File: src/rtl/lspd_pkg.sv
`default_nettype none

package lspd_pkg;

    localparam int NUM_CH       = 8;
    localparam int CH_W         = 3;
    localparam int SAMPLE_W     = 8;
    localparam int THR_W        = 10;
    localparam int POS_W        = 5;
    localparam int PAT_W        = 6;
    localparam int HITS_W       = 8;
    localparam int COUNT_W      = 3;
    localparam int CFG_IDX_W    = 4;
    localparam int NUM_PATTERNS = 19;

    localparam logic [CH_W-1:0]  LAST_CH        = 3'd7;
    localparam logic [CH_W-1:0]  FIRST_LINE_CH  = 3'd2;
    localparam logic [POS_W-1:0] NO_POSITION    = 5'd31;
    localparam logic [POS_W-1:0] NO_MATCH       = 5'd0;
    localparam logic [POS_W-1:0] CROSS_POS_LO   = 5'd13;
    localparam logic [POS_W-1:0] CROSS_POS_HI   = 5'd17;
    localparam logic [COUNT_W-1:0] CROSS_HITS   = 3'd3;

    // register indexes of the threshold bank
    localparam logic [CFG_IDX_W-1:0] REG_THRESHOLD_CH0 = 4'd0;
    localparam logic [CFG_IDX_W-1:0] REG_THRESHOLD_END = 4'd8;

    localparam logic [THR_W-1:0] THRESHOLD_RESET [NUM_CH] = '{
        10'd700, 10'd700, 10'd250, 10'd275, 10'd350, 10'd150, 10'd350, 10'd325
    };

    localparam logic [PAT_W-1:0] PATTERN_TABLE [NUM_PATTERNS] = '{
        6'h20, 6'h30, 6'h10, 6'h18, 6'h08, 6'h0C, 6'h04, 6'h06, 6'h02, 6'h03,
        6'h01, 6'h38, 6'h3C, 6'h3E, 6'h3F, 6'h1F, 6'h0F, 6'h07, 6'h00
    };

    typedef struct packed {
        logic [POS_W-1:0] position_code;
        logic             gap_hit;
        logic             intersection;
        logic [PAT_W-1:0] line_pattern;
    } t_result;

    // position code for a line pattern, NO_MATCH when not in the table
    function automatic logic [POS_W-1:0] f_lookup(input logic [PAT_W-1:0] pat);
        logic [POS_W-1:0] code;
        code = NO_MATCH;
        for (int k = 0; k < NUM_PATTERNS; k++) begin
            if (PATTERN_TABLE[k] == pat) begin
                code = POS_W'(k + 1);
            end
        end
        return code;
    endfunction

endpackage

`default_nettype wire

File: src/rtl/lspd_ifs.sv
`default_nettype none

interface lspd_in_if
    import lspd_pkg::*;
();
    logic                valid;
    logic                ready;
    logic [SAMPLE_W-1:0] sample;

    modport source (output valid, output sample, input ready);
    modport sink (input valid, input sample, output ready);
endinterface

interface lspd_out_if
    import lspd_pkg::*;
();
    logic             valid;
    logic             ready;
    logic [POS_W-1:0] position_code;
    logic             gap_hit;
    logic             intersection;
    logic [PAT_W-1:0] line_pattern;

    modport source (output valid, output position_code, output gap_hit,
                    output intersection, output line_pattern, input ready);
    modport sink (input valid, input position_code, input gap_hit,
                  input intersection, input line_pattern, output ready);
endinterface

interface lspd_cfg_if
    import lspd_pkg::*;
();
    logic                 valid;
    logic                 ready;
    logic [CFG_IDX_W-1:0] index;
    logic [THR_W-1:0]     data;

    modport source (output valid, output index, output data, input ready);
    modport sink (input valid, input index, input data, output ready);
endinterface

`default_nettype wire

File: src/rtl/lspd_thr_regs.sv
`default_nettype none

module lspd_thr_regs
    import lspd_pkg::*;
(
    input  wire logic              i_clk,
    input  wire logic              i_rst_n,
    lspd_cfg_if.sink               i_cfg,
    input  wire logic [CH_W-1:0]   i_chan,
    output logic      [THR_W-1:0]  o_threshold
);

    logic [THR_W-1:0] r_thr [NUM_CH];
    logic             cfg_hit;

    assign i_cfg.ready = 1'b1;
    assign cfg_hit     = (i_cfg.index >= REG_THRESHOLD_CH0)
                      && (i_cfg.index < REG_THRESHOLD_END);

    always_ff @(posedge i_clk) begin
        if (!i_rst_n) begin
            for (int k = 0; k < NUM_CH; k++) begin
                r_thr[k] <= THRESHOLD_RESET[k];
            end
        end else if (i_cfg.valid && cfg_hit) begin
            r_thr[i_cfg.index[CH_W-1:0]] <= i_cfg.data;
        end
    end

    assign o_threshold = r_thr[i_chan];

endmodule

`default_nettype wire

File: src/rtl/lspd_scan.sv
`default_nettype none

module lspd_scan
    import lspd_pkg::*;
(
    input  wire logic                i_clk,
    input  wire logic                i_rst_n,
    input  wire logic                i_take,
    input  wire logic [SAMPLE_W-1:0] i_sample,
    input  wire logic [THR_W-1:0]    i_threshold,
    output logic      [CH_W-1:0]     o_chan,
    output logic                     o_emit,
    output t_result                  o_result
);

    logic [CH_W-1:0]    r_chan;
    logic [HITS_W-1:0]  r_hits;
    logic [COUNT_W-1:0] r_count;
    logic [POS_W-1:0]   r_last_pos;

    logic               hit;
    logic [HITS_W-1:0]  n_hits;
    logic [COUNT_W-1:0] n_count;
    logic [POS_W-1:0]   code;
    logic [POS_W-1:0]   n_last_pos;

    always_comb begin
        // four times the sample fits in the threshold width
        hit     = {i_sample, 2'b00} > i_threshold;
        n_hits  = r_hits;
        n_count = r_count;
        if (hit) begin
            n_hits = r_hits | (HITS_W'(8'h80) >> r_chan);
            if (r_chan >= FIRST_LINE_CH) begin
                n_count = r_count + COUNT_W'(1);
            end
        end
        code       = f_lookup(n_hits[PAT_W-1:0]);
        n_last_pos = (code != NO_MATCH) ? code : r_last_pos;
    end

    assign o_chan = r_chan;
    assign o_emit = (r_chan == LAST_CH);

    always_comb begin
        o_result.position_code = n_last_pos;
        o_result.gap_hit       = n_hits[HITS_W-1];
        o_result.line_pattern  = n_hits[PAT_W-1:0];
        o_result.intersection  = (n_count > CROSS_HITS)
                              || ((n_last_pos >= CROSS_POS_LO)
                                  && (n_last_pos <= CROSS_POS_HI));
    end

    always_ff @(posedge i_clk) begin
        if (!i_rst_n) begin
            r_chan     <= '0;
            r_hits     <= '0;
            r_count    <= '0;
            r_last_pos <= NO_POSITION;
        end else if (i_take) begin
            if (o_emit) begin
                r_chan     <= '0;
                r_hits     <= '0;
                r_count    <= '0;
                r_last_pos <= n_last_pos;
            end else begin
                r_chan  <= r_chan + CH_W'(1);
                r_hits  <= n_hits;
                r_count <= n_count;
            end
        end
    end

endmodule

`default_nettype wire

File: src/rtl/line_sensor_position_decoder.sv
// channel        dir  payload                                           transfer
// i_sample_ch    in   sample                                            valid & ready
// o_result       out  position_code, gap_hit, intersection,
//                     line_pattern                                      valid & ready
// i_cfg          in   index, data (threshold_ch0..7 at index 0..7)      valid & ready
//
// one sample per cycle, save when a held result stalls a channel 7 sample; a sample
// goes through the input register and the compare/table decode, then the result register
// a result comes out only with the channel 7 sample, one scan per eight samples
// i_rst_n is synchronous, active low; thresholds return to their reset values
// a held result stalls a channel 7 sample in the input register only
`default_nettype none

module line_sensor_position_decoder
    import lspd_pkg::*;
(
    input  wire logic   i_clk,
    input  wire logic   i_rst_n,
    lspd_in_if.sink     i_sample_ch,
    lspd_out_if.source  o_result,
    lspd_cfg_if.sink    i_cfg
);

    logic                r_s1_valid;
    logic [SAMPLE_W-1:0] r_s1_sample;
    logic                r_out_valid;
    t_result             r_out;

    logic                s1_take;
    logic                in_ready;
    logic                emit;
    logic [CH_W-1:0]     chan;
    logic [THR_W-1:0]    threshold;
    t_result             result;

    lspd_thr_regs u_thr (
        .i_clk       (i_clk),
        .i_rst_n     (i_rst_n),
        .i_cfg       (i_cfg),
        .i_chan      (chan),
        .o_threshold (threshold)
    );

    lspd_scan u_scan (
        .i_clk       (i_clk),
        .i_rst_n     (i_rst_n),
        .i_take      (s1_take),
        .i_sample    (r_s1_sample),
        .i_threshold (threshold),
        .o_chan      (chan),
        .o_emit      (emit),
        .o_result    (result)
    );

    // only a scan-closing sample needs room in the result register
    assign s1_take  = r_s1_valid && (!emit || !r_out_valid || o_result.ready);
    assign in_ready = !r_s1_valid || s1_take;
    assign i_sample_ch.ready = in_ready;

    always_ff @(posedge i_clk) begin
        if (!i_rst_n) begin
            r_s1_valid <= 1'b0;
        end else if (in_ready) begin
            r_s1_valid <= i_sample_ch.valid;
        end
    end

    always_ff @(posedge i_clk) begin
        if (in_ready && i_sample_ch.valid) begin
            r_s1_sample <= i_sample_ch.sample;
        end
    end

    always_ff @(posedge i_clk) begin
        if (!i_rst_n) begin
            r_out_valid <= 1'b0;
        end else if (s1_take && emit) begin
            r_out_valid <= 1'b1;
        end else if (o_result.ready) begin
            r_out_valid <= 1'b0;
        end
    end

    always_ff @(posedge i_clk) begin
        if (s1_take && emit) begin
            r_out <= result;
        end
    end

    assign o_result.valid         = r_out_valid;
    assign o_result.position_code = r_out.position_code;
    assign o_result.gap_hit       = r_out.gap_hit;
    assign o_result.intersection  = r_out.intersection;
    assign o_result.line_pattern  = r_out.line_pattern;

endmodule

`default_nettype wire

File: src/flat_wrapper.sv
// flat-port wrapper written by rule: the top's interface ports become plain ports
module line_sensor_position_decoder_flat import lspd_pkg::*;
  (i_clk, i_rst_n, i_sample_ch_valid, i_sample_ch_sample, i_sample_ch_ready, o_result_valid, o_result_position_code, o_result_gap_hit, o_result_intersection, o_result_line_pattern, o_result_ready, i_cfg_valid, i_cfg_index, i_cfg_data, i_cfg_ready);
  lspd_in_if i_sample_ch_i ();
  lspd_out_if o_result_i ();
  lspd_cfg_if i_cfg_i ();
  input  wire logic i_clk;
  input  wire logic i_rst_n;
  input wire logic [$bits(i_sample_ch_i.valid)-1:0] i_sample_ch_valid;
  input wire logic [$bits(i_sample_ch_i.sample)-1:0] i_sample_ch_sample;
  output wire logic [$bits(i_sample_ch_i.ready)-1:0] i_sample_ch_ready;
  output wire logic [$bits(o_result_i.valid)-1:0] o_result_valid;
  output wire logic [$bits(o_result_i.position_code)-1:0] o_result_position_code;
  output wire logic [$bits(o_result_i.gap_hit)-1:0] o_result_gap_hit;
  output wire logic [$bits(o_result_i.intersection)-1:0] o_result_intersection;
  output wire logic [$bits(o_result_i.line_pattern)-1:0] o_result_line_pattern;
  input wire logic [$bits(o_result_i.ready)-1:0] o_result_ready;
  input wire logic [$bits(i_cfg_i.valid)-1:0] i_cfg_valid;
  input wire logic [$bits(i_cfg_i.index)-1:0] i_cfg_index;
  input wire logic [$bits(i_cfg_i.data)-1:0] i_cfg_data;
  output wire logic [$bits(i_cfg_i.ready)-1:0] i_cfg_ready;
  assign i_sample_ch_i.valid = i_sample_ch_valid;
  assign i_sample_ch_i.sample = i_sample_ch_sample;
  assign i_sample_ch_ready = i_sample_ch_i.ready;
  assign o_result_valid = o_result_i.valid;
  assign o_result_position_code = o_result_i.position_code;
  assign o_result_gap_hit = o_result_i.gap_hit;
  assign o_result_intersection = o_result_i.intersection;
  assign o_result_line_pattern = o_result_i.line_pattern;
  assign o_result_i.ready = o_result_ready;
  assign i_cfg_i.valid = i_cfg_valid;
  assign i_cfg_i.index = i_cfg_index;
  assign i_cfg_i.data = i_cfg_data;
  assign i_cfg_ready = i_cfg_i.ready;
  line_sensor_position_decoder u_core (.i_clk(i_clk), .i_rst_n(i_rst_n), .i_sample_ch(i_sample_ch_i), .o_result(o_result_i), .i_cfg(i_cfg_i));
endmodule
File: config.mk
export PLATFORM = sky130hd
export DESIGN_NAME = line_sensor_position_decoder_flat
export DESIGN_NICKNAME = d
export VERILOG_FILES = /design/src/rtl/lspd_pkg.sv /design/src/rtl/lspd_ifs.sv /design/src/rtl/lspd_thr_regs.sv /design/src/rtl/lspd_scan.sv /design/src/rtl/line_sensor_position_decoder.sv /design/src/flat_wrapper.sv
export SDC_FILE = /design/constraint.sdc
export NUM_CORES = 1
export LEC_CHECK = 0
export BUFFER_PORTS_ARGS = -buffer_cell sky130_fd_sc_hd__buf_4
export CAP_MARGIN = 20
export CELL_PAD_IN_SITES_DETAIL_PLACEMENT = 1
export CELL_PAD_IN_SITES_GLOBAL_PLACEMENT = 1
export CORE_MARGIN = 2
export CORE_UTILIZATION = 45
export DETAILED_ROUTE_END_ITERATION = 6
export PLACE_DENSITY = 0.83
export SLEW_MARGIN = 40
export SYNTH_ARGS = -nofsm -noshare
export SYNTH_HDL_FRONTEND = slang
export SYNTH_SLANG_ARGS = --single-unit
File: constraint.sdc
create_clock -name i_clk -period 4.1 [get_ports i_clk]
set_input_delay 0 -clock i_clk [delete_from_list [all_inputs] [get_ports i_clk]]
set_output_delay 0 -clock i_clk [all_outputs]
set_load 0.03 [all_outputs]
==> metrics.md <==
| Metric | Value |
|---|---|
| Status | finished with violations |
| Failing checks | negative setup slack |
| Setup CP Type | reg -> reg |
| Core Util, Final | 0.605 |
| Die Ht | 119 um |
| Period utilization | 1.01 |
| Row cnt | 42 |
| Max cap viols | 0 |
| Crit path cell chain | buf_6 > mux4_2 > mux2i_4 > ha_4 > nand4_1 > buf_6 > nor4_4 > a21oi_2 > buf_12 > a31oi_4 > inv_4 > buf_4 > nand3_1 > o21ai_2 > a211oi_4 > buf_6 > a31oi_4 > a211o_1 > o21ai_1 |
| Drt total wl | 17700 um |
| Top delay family on crit path | compound AO/OA/AOI/OAI gates |
| RSZ-0062 raised after global routing | true |
| Synth Instances | 459 |
| Clock Tree Buf Depth | 2 |
| Root buf cell | clkbuf_16 |
| Worst hold path class | in -> reg |
| Final WS setup | -0.0351 ns |
| Clk slew on worst S/H paths | 0.06 ns |
| Worst Skew | around 0.012 ns |
| Port Buffers | slightly above 40 |
| Clk sinks | around 120 |
| CTS tree | yes |
| CP max FO | 11 |
| Buf+Inv Stages, Crit Path | 6 |
| Met1 usage in global routing | 0.321 |
| Post-synth ARST share | 0 |
| Worst-margin pin slew | approximately 0.74 ns |
| Slowest-stage cell, CP | mux4_2 |
| Syn-to-layout area delta | 32.7% |
| Syn_nets | about 500 |
| Leakage power | roughly 0.0030 uW |
| Critical Path RT | between 4 and 5 ns |
| First-pass GRT wire length | ~26000 um |
| Drt drc | 0 |
| Max VDD drop | between 0.3 and 0.4 mV |
| Number of flops mapped to enable cells by yosys | about 100 |
| DPL Wire Length | 10900 um |
| TritonCTS Buffers | 17 |
| Min Hold Slack | approximately 0.061 ns |
| Layout cells sized above 1 | 0.331 |
| Met2 usage | 0.405 |
| Via count | 4364 |
| Routed len/inst | between 20 and 25 um |
| Pre-antenna DRT Iters | 4 |
| Worst Setup End Kind | flip-flop |
| Fmax | between 200 and 250 MHz |
| Crit-path max cell delay | around 0.56 ns |
| I/O pin cnt | 43 |
| Distinct cell type count after synthesis | roughly 70 |
| Initial antenna violation count | 0 |
| Die X | 119 um |
| Htree depth | 4 |
| Busiest grt layer | met2 |
| Antenna diode count | 0 |
| Synth Register Bits | between 100 and 150 |
| Fin. max-slew vios | 0 |
| Average via count per standard cell | 5.75 |
| Final setup violation count | 2 |
| Initial DRC count | roughly 470 |
| Hold wc startpoint | i_cfg_index[3] |
| Syn Area/Cell | 13.1 um2 |
| Die Footprint | 0.0143 mm2 |
| Power Density | around 440 mW/mm2 |
| GP Congestion | between 0.8 and 0.9 |
| CP dominant cell by count | buf_6 |
| GRT Overall Usage | 0.248 |
| Clock latency on the worst-skew pair | ~0.42 ns |
| CP startpoint kind | flip-flop |
| NumNets Final | between 600 and 700 |
| Initial Util | 0.456 |
| Vias in the first global route | 4692 |
| Post-route antenna net violation count | 0 |
| Crit path time final | 4.14 ns |
| Largest net degree at the start of global routing | 26 |
| Met3 GRT Util | 0.0536 |
| Core box area | around 0.013 mm2 |
| Main flop type after synthesis | edfxtp_1 |
| Post-Syn Area | 0.00599 mm2 |
| Post-synthesis sequential area ratio | 0.583 |
| Final hold vios | 0 |
| Max-slew headroom | 0.504 |
| Ys Warns | 0 |
| Gr ovfl total | 0 |
| Worst Path Arrival | 4.41 ns |
## path summary, 6_finish.rpt
path / end / depth (start not counted) / slack [ns]
worst max-delay path: u_core.o_result.intersection$_DFFE_PP_ / 19 / -0.04
worst max register to register: u_core.o_result.intersection$_DFFE_PP_ / 19 / -0.04
worst min-delay path: u_core.u_thr.r_thr[0][8]$_SDFFCE_PN0P_ / 3 / 0.06
worst min register to register: u_core.u_scan.r_hits[0]$_SDFFE_PN0P_ / 2 / 0.51
## cell families (layout without fill, tap and decap cells)
logic type,after synthesis,count (layout),synth area share
AO/OA/AOI/OAI,84,84,0.116
XOR/XNOR,3,3,0.00439
adder cells (fa/ha/maj),15,15,0.0313
buffers and inverters,44,168,0.0378
flip-flops,124,124,0.583
multiplexers,25,25,0.0758
other,1,1,0.000626
AND/OR/NAND/NOR,163,163,0.151
## through the flow
step           setup slack (ns)  cell area [um2]  std cells  power (uW)   TNS, ns
2_1_floorplan            0.0432             6000        459        1640         0
3_3_place_gp             0.0206             6760        697        1760         0
3_5_place_dp             -0.209             6780        697        1780    -0.739
4_1_cts                -0.00861             7690        751        3420  -0.00861
5_1_grt                  -0.287             7950        759        3560     -1.43
6_report                -0.0351             7950        759        3470   -0.0462
## per-layer routing
layer	vias to the layer above	part of all wire
li1	1965	-
met1	2243	0.42
met2	130	0.50
met3	26	0.053
met4	0	0.021
met5	-	0
## worst register-to-register path: cells and delay by family (launching register included)
family / cells / cell delay [ns]
DFF: 1 / 0.39
buffers and inverters: 6 / 0.87
AOI/OAI and AO/OA: 7 / 1.22
muxes: 2 / 0.79
and+or+nand+nor: 3 / 0.55
adders and majority gates: 1 / 0.16
## Yosys cell counts (2+ instances only)
master,count,area (um2)
edfxtp_1,101,3030
and2_1,36,225
or3_1,31,194
nand2_1,27,101
dfxtp_1,23,460
nor2_1,20,75.1
nand2b_1,18,113
inv_1,17,63.8
ha_1,15,188
mux4_2,15,338
o21ai_0,14,70.1
clkbuf_1,12,45.0
a21oi_1,11,55.1
mux2i_1,9,90.1
nor3_1,9,45.0
o211ai_1,7,52.6
a211oi_1,6,45.0
and3_1,4,25.0
buf_6,4,45.0
inv_2,4,15.0
nor2b_1,4,25.0
a2111oi_0,3,26.3
a2111oi_2,3,45.0
a31oi_1,3,18.8
nand3_1,3,15.0
o21ai_1,3,15.0
a2111oi_1,2,20.0
a211o_1,2,17.5
a21boi_0,2,15.0
a21oi_2,2,17.5
a22oi_1,2,15.0
a31o_2,2,17.5
a31oi_2,2,25.0
a32oi_1,2,17.5
nand4_1,2,12.5
nor2_2,2,12.5
o31ai_2,2,25.0
xnor2_1,2,17.5
## cell type report
cell class                 instances  area, um2
timing repair buffer             112        978
fill                            1294       5190
inverter                          24        108
sequential                       124       3500
tap                              176        220
multi-input combinational        291       2520
clock inverter                    12        193
clock buffer                      20        437
## power by group
part	leakage (uW)	internal, uW	switching, uW
Sequential	0.00117	1420	31.9
Clock	0.000304	1070	555
Combinational	0.00148	181	209
Total	0.00296	2680	796
## state kept, by name, summed over array words and instances, names as in the netlist, named ones only
name and count:
u_core.u_thr.r_thr 80, u_core.r_s1_sample 8, u_core.u_scan.r_hits 7, u_core.o_result.line_pattern 6, u_core.o_result.position_code 5, u_core.u_scan.r_last_pos 5, u_core.u_scan.o_chan 3, u_core.u_scan.r_count 3
u_core.o_result.gap_hit 1, u_core.o_result.intersection 1, u_core.o_result.valid 1, u_core.r_s1_valid 1
## timing repair
action | CTS | global route
endpoints found under the hold margin | 100 | 0
pin swaps | 5 | 7
hold buffers | 22 | 0
setup endpoints to repair | 11 | 11
setup buffers | 0 | 7
resized for setup | 16 | 33
cloned | 0 | 1
## placed cells by master, fill, tap and decap left out, types with 18 or more instances in the layout
cell type / netlist / final
and2_1: 36 / 36
buf_4: 1 / 81
clkbuf_16: 0 / 18
dfxtp_1: 23 / 22
dlygate4sd3_1: 0 / 22
edfxtp_1: 101 / 101
nand2_1: 27 / 26
nand2b_1: 18 / 18
nor2_1: 20 / 20
or3_1: 31 / 30
No activity file was read; power rests on OpenSTA's default activity.
